<file path="src/rtl/core/upq_pkg.sv">
// upq_pkg: types, codes and helpers shared by the updatable priority queue
// used by upq_cell, updatable_priority_queue and upq_checker; no dependencies
package upq_pkg;

  localparam int unsigned CapacityDef = 64;
  localparam int unsigned IdW         = 16;
  localparam int unsigned PrioW       = 16;
  localparam int unsigned OpW         = 2;
  localparam int unsigned StatusW     = 2;
  localparam int unsigned InDataW     = 40;
  localparam int unsigned OutDataW    = 24;

  typedef enum logic [OpW-1:0] {
    OP_INSERT = 2'd0,
    OP_UPDATE = 2'd1,
    OP_POLL   = 2'd2,
    OP_NONE   = 2'd3
  } op_e;

  typedef enum logic [StatusW-1:0] {
    ST_OK        = 2'd0,
    ST_EMPTY     = 2'd1,
    ST_NOT_FOUND = 2'd2,
    ST_FULL      = 2'd3
  } status_e;

  typedef struct packed {
    logic [IdW-1:0]   id;
    logic [PrioW-1:0] prio;
  } entry_t;

  // flags a cell shows to its neighbors
  typedef struct packed {
    logic occ;
    logic below;
    logic up_mv;
    logic dn_mv;
  } link_t;

  // per-cell control from the top level
  typedef struct packed {
    logic ins_en;
    logic upd_en;
    logic occ;
    logic sel;
    logic gt;
    logic lt;
  } cell_ctrl_t;

  // virtual neighbor below slot 0 ranks below everything
  localparam link_t LinkLowEdge  = '{occ: 1'b1, below: 1'b1, up_mv: 1'b0, dn_mv: 1'b0};
  localparam link_t LinkHighEdge = '{occ: 1'b0, below: 1'b0, up_mv: 1'b0, dn_mv: 1'b0};

  // true when a ranks strictly below b
  function automatic logic ranks_below(entry_t a, entry_t b);
    logic res;
    if (a.prio != b.prio) begin
      res = (a.prio < b.prio);
    end else begin
      res = (a.id > b.id);
    end
    return res;
  endfunction

endpackage

</file>
<file path="src/rtl/core/upq_cell.sv">
// upq_cell: one slot of the sorted chain, holds an event and trades it with its neighbors
// depends on upq_pkg
module upq_cell (
  input  logic                      clk_i,
  input  upq_pkg::cell_ctrl_t       ctrl_i,
  input  upq_pkg::entry_t           req_i,
  input  logic [upq_pkg::IdW-1:0]   probe_id_i,
  input  upq_pkg::entry_t           lo_entry_i,
  input  upq_pkg::link_t            lo_link_i,
  input  upq_pkg::entry_t           hi_entry_i,
  input  upq_pkg::link_t            hi_link_i,
  output upq_pkg::entry_t           entry_o,
  output upq_pkg::link_t            link_o,
  output logic                      match_o
);

  upq_pkg::entry_t entry_q, entry_d;
  logic below_w;
  logic above_w;
  logic landing_w;

  assign below_w = upq_pkg::ranks_below(entry_q, req_i);
  assign above_w = upq_pkg::ranks_below(req_i, entry_q);

  assign link_o.occ   = ctrl_i.occ;
  assign link_o.below = ctrl_i.occ && below_w;
  assign link_o.up_mv = ctrl_i.gt && ctrl_i.occ && below_w;
  assign link_o.dn_mv = ctrl_i.lt && ctrl_i.occ && above_w;

  // final slot of the updated event
  assign landing_w = (link_o.up_mv && !hi_link_i.up_mv)
                  || (link_o.dn_mv && !lo_link_i.dn_mv)
                  || (ctrl_i.sel && !hi_link_i.up_mv && !lo_link_i.dn_mv);

  assign match_o = ctrl_i.occ && (entry_q.id == probe_id_i);
  assign entry_o = entry_q;

  always_comb begin
    entry_d = entry_q;
    if (ctrl_i.ins_en) begin
      if (!link_o.below) begin
        if (lo_link_i.below) begin
          entry_d = req_i;
        end else if (lo_link_i.occ) begin
          entry_d = lo_entry_i;
        end
      end
    end else if (ctrl_i.upd_en) begin
      if (hi_link_i.up_mv) begin
        entry_d = hi_entry_i;
      end else if (lo_link_i.dn_mv) begin
        entry_d = lo_entry_i;
      end else if (landing_w) begin
        entry_d = req_i;
      end
    end
  end

  always_ff @(posedge clk_i) begin
    entry_q <= entry_d;
  end

endmodule

</file>
<file path="config.mk">
export PLATFORM = sky130hd
export DESIGN_NAME = upq_cell
export DESIGN_NICKNAME = d
export VERILOG_FILES = /design/src/rtl/core/upq_pkg.sv /design/src/rtl/core/upq_cell.sv
export SDC_FILE = /design/constraint.sdc
export NUM_CORES = 1
export LEC_CHECK = 0
export ABC_AREA = 1
export BUFFER_PORTS_ARGS = -buffer_cell sky130_fd_sc_hd__buf_2
export CORE_MARGIN = 8
export CORE_UTILIZATION = 48
export CTS_CLUSTER_DIAMETER = 150
export DETAILED_ROUTE_END_ITERATION = 10
export MAX_ROUTING_LAYER = met4
export PLACE_DENSITY = 0.92
export RECOVER_POWER = 25
export SLEW_MARGIN = 15
export SYNTH_ARGS = -nofsm -noshare
export SYNTH_HDL_FRONTEND = slang
export SYNTH_SLANG_ARGS = --single-unit
</file>
<file path="constraint.sdc">
create_clock -name clk_i -period 4.2 [get_ports clk_i]
set_input_delay 1.26 -clock clk_i [delete_from_list [all_inputs] [get_ports clk_i]]
set_output_delay 1.26 -clock clk_i [all_outputs]
set_load 0.005 [all_outputs]
</file>
# [Word level (Yosys, flattened, before mapping)]
# Cells that the tools add are included.
[totals] regBits=32 elab_cells=38 output_inout_bits=37 in_bits=127
[classes] reduce_logical=17 muxes=10 order_cmp=4 eq_ne=5
[ops] op="$mux 32" count=8
[ops] op="$gt 16x16->1" count=2
[ops] op="$lt 16x16->1" count=2
[ops] op="$ne 16x16->1" count=2
[ops] op="$eq 16x16->1" count=1
[ops] op="$logic_and 1x1->1" count=10
[ops] op="$reduce_and 4->1" count=1
[ops] op="$reduce_bool 4->1" count=1
[ops] op="$ne 3x1->1 const B" count=1
[ops] op="$logic_not 1->1" count=2
[ops] op="$logic_or 1x1->1" count=2
[ops] op="$mux 1" count=2
[ops] op="$ne 2x2->1 const B" count=1
[ops] op="$reduce_bool 2->1" count=1

# [Longest topological paths before layout]
[depth] depth_word=11 depth_mapped=17 depth_no_buf=17

# [Worst setup path before layout]
# No wires, ideal clock.
[synth_timing] path_kind="input to output" from="input port req_i[15] (netlist bit)" to="output port link_o[0] (netlist bit)" t_arrival_ps=2247 path_buffers=0 path_stages=10 required_ps=2940 slack_ps=693 path_cell_list="ha_1 nand2_2 nor2_4 nand2_2 nor2_4 inv_2 nor2_2 nand3_1 nand3_2 inv_1"
[synth_lines] element="start, declared" line="upq_cell.sv:6" rtl="input upq_pkg::entry_t req_i,"
[synth_lines] element="end, declared" line="upq_cell.sv:13" rtl="output upq_pkg::link_t link_o,"

==> reports/qor.txt <==
Share of cells above drive strength 1 = 26.65%
Vias = 4136
Area of the mapped netlist = 3475 um2
Die ar. = 10220 um2
Sequential Power Share = 39.3%
Chip Height = 101.1 um
FMAX = 0.2581 GHz
Crit-path cells = buf_2, ha_1, nand2_2, nor2_4, nand2_2, nor2_4, nand4_1, nand2_1, clkinv_1, nand3_2, inv_1, buf_2
Worst path max stage delay = 0.31 ns
# hold bufs at CTS = 0
Wirelength per Cell = 16.84 um
GRT Total Usage = 24.77%
DP HPWL = 9.612 mm
Combinational share of power = 39.1%
First-pass GRT wire length = 19.84 mm
Sinks on Clock Net = 32
Clk pwr share = 21.6%
Seq/Total Area, Yosys = 27.66%
Dpl cell area = 4312 um2
Total grt overflow = 0
Leak = 0.002290 uW
Worst path depth = 12
WHS Endpoint = entry_o[31]
Reg2reg path depth = 14
Hold Vio Cnt, Final = 0
Maxcap violations = 0
Synth Register Bits = 32
Max_slew headroom = 53.47%
CTS max path bufs = 2
WS Path Type = in2out
Initial antenna violation count = 2
Final ANT Viol Nets = 0
R2R Setup Slk = 1.91 ns
Synth Flop Type = edfxtp_1
Skew-Pair Late Insertion Delay = 0.29 ns
Pwr per Cell Area = 244.3 nW/um2
Post-synth ARST share = 0%
Drt via density = 5.597
Clock Skew = 0.008949 ns
Post-CTS Resized = 0
Crit path max-delay cell type = ha_1
Vias in the first global route = 4284
CP Max Fanout = 3
Area of all placed cells without fillers = 4370 um2
Clock transition at the registers of the reported paths = 0.07 ns
Crit path launch type = primary input
Final setup margin = 0.3259 ns
H-tree levels = 2
Data arrival, critical path = 2.61 ns
Setup violators final = 0
DIE WIDTH = 101.1 um
CTS tree = done
Inst Count DP = 730
Fin nets = 797
# Post-CTS Setup Buffers = 0
CTS buffer count = 5
Internal power = 683.0 uW
Most frequent cells in the layout = buf_2 (140), nand2_1 (110), inv_1 (81), a21oi_1 (71)
Bufs and invs on worst path = 4
Root buf cell = clkbuf_8
Sw Share = 36.02%
Largest register FFs = 32
Critical Path Sink Type = output port
PortBufs = 159
Largest net degree at the start of global routing = 65
Status = completed
YS warnings = 0
Gpl congestion = 0.9713
Post-Route WL = 12.44 mm
Sw Pwr = 384.6 uW
Worst-margin pin slew = 0.6972 ns
Worst min-delay path class = in2reg
Gate Count Post-Synth = 493
Slew Viols, Final = 0
Crit path max-delay family = simple AND/OR/NAND/NOR gates
Synth-to-layout area growth = 25.78%
Hold path cells = 3
RSZ-0062 raised after global routing = false
DRC Markers = 0
Post-synth net total = 652
Fin util = 61.24%
Rows = 31
Number of flops mapped to enable cells by yosys = 32
Syn_area_per_cell = 7.048 um2
I/O pins = 164
Iter 0 DRT Violations = 276
Hold Crit Start = req_i[31]
Required time worst endpoint = 2.94 ns
Pre-CTS WS = 0.3105 ns
Layout Cells excl Fill = 739
FF-to-FF End = entry_o[4]
Commonest non-fill, non-tap cell in the layout = buf_2
Min Tclk post-route = 3.874 ns
Final period utilization = 92.24%
Worst R2R Start = entry_o[29]
Peak supply drop = 0.0001269 V
Setup TNS = 0 ns
Initial DRT Pass Iterations = 5
Starting density of the core = 48.69%
Netlist cell types = 34
Core footprint = 7137 um2
-- stage by stage --
step           hold WS [ns]  power [uW]
2_1_floorplan         1.469       666.0
3_3_place_gp          1.476       824.4
6_report              1.325        1068
4_1_cts               1.321        1072
3_5_place_dp          1.499       843.8
5_1_grt               1.357        1138
-- metal layers --
layer / part of all wire (%) / global-route usage, % / up-vias
li1: - / - / 1974
met3: 9.5 / 5.180 / 22
met5: 0 / - / -
met2: 49 / 42.41 / 261
met1: 40 / 28.03 / 1879
met4: 1.8 / 8.247 / 0
-- power groups by stage --
| stage | logic, uW | clock network [uW] | registers (uW) |
|---|---|---|---|
| final | 417 | 231 | 420 |
| after global routing | 473 | 242 | 423 |
| after CTS | 420 | 233 | 419 |
| after detailed placement | 418 | 0 | 426 |
| after global placement | 401 | 0 | 424 |
| after floorplan | 239 | 0 | 427 |
-- worst max-delay path by stage --
stage | slack (ns) | endpoint | start
6_report | 0.33 | link_o[0] | req_i[15]
3_5_place_dp | 0.31 | link_o[0] | req_i[15]
2_1_floorplan | 0.69 | link_o[0] | req_i[15]
4_1_cts | 0.31 | link_o[0] | req_i[15]
3_3_place_gp | 0.33 | link_o[0] | req_i[3]
5_1_grt | 0.16 | link_o[0] | req_i[3]
-- cell families after synthesis --
kind of cell	share of synthesized area, %
DFF	27.66
and+or+nand+nor	19.37
xor gates and xnor gates	0.7563
adders and majority gates	11.52
AOI/OAI and AO/OA	27.40
buffers and inverters	13.29
-- tightest hold or removal path, cell delays in order --
cell and delay (ns):
buf_2 0.11, o21ai_0 0.07, o21ai_0 0.06
-- synthesized netlist by cell type, types with 2 or more instances --
cell | count | area [um2]
a21oi_1 | 71 | 355.3
nand3_2 | 4 | 40.04
nand2_1 | 110 | 412.9
a22oi_1 | 29 | 217.7
nor2_2 | 3 | 18.77
o211ai_1 | 29 | 217.7
nand3_1 | 9 | 45.04
ha_1 | 32 | 400.4
a21o_1 | 2 | 15.01
edfxtp_1 | 32 | 960.9
nor2_1 | 21 | 78.83
o21ai_0 | 9 | 45.04
xnor2_1 | 2 | 17.52
o22ai_1 | 5 | 31.28
nand4_1 | 2 | 12.51
nor2_4 | 2 | 22.52
nand2_2 | 3 | 18.77
buf_2 | 4 | 20.02
a221oi_1 | 2 | 17.52
a211oi_1 | 4 | 30.03
buf_6 | 2 | 22.52
clkbuf_1 | 21 | 78.83
inv_2 | 2 | 7.510
clkinv_1 | 2 | 7.510
inv_1 | 81 | 304.0
or2_2 | 2 | 12.51
-- final cells by class --
class / instances / area [um2]
diodes: 2 / 5.005
clock buffers: 6 / 72.57
clock inverters: 1 / 5.005
fillers: 690 / 2766
inverters: 85 / 319.1
multi-input cells: 347 / 2052
flip-flops and latches: 32 / 960.9
well taps: 99 / 123.9
repair buffers: 167 / 832.0
No activity file was read; power rests on OpenSTA's default activity.
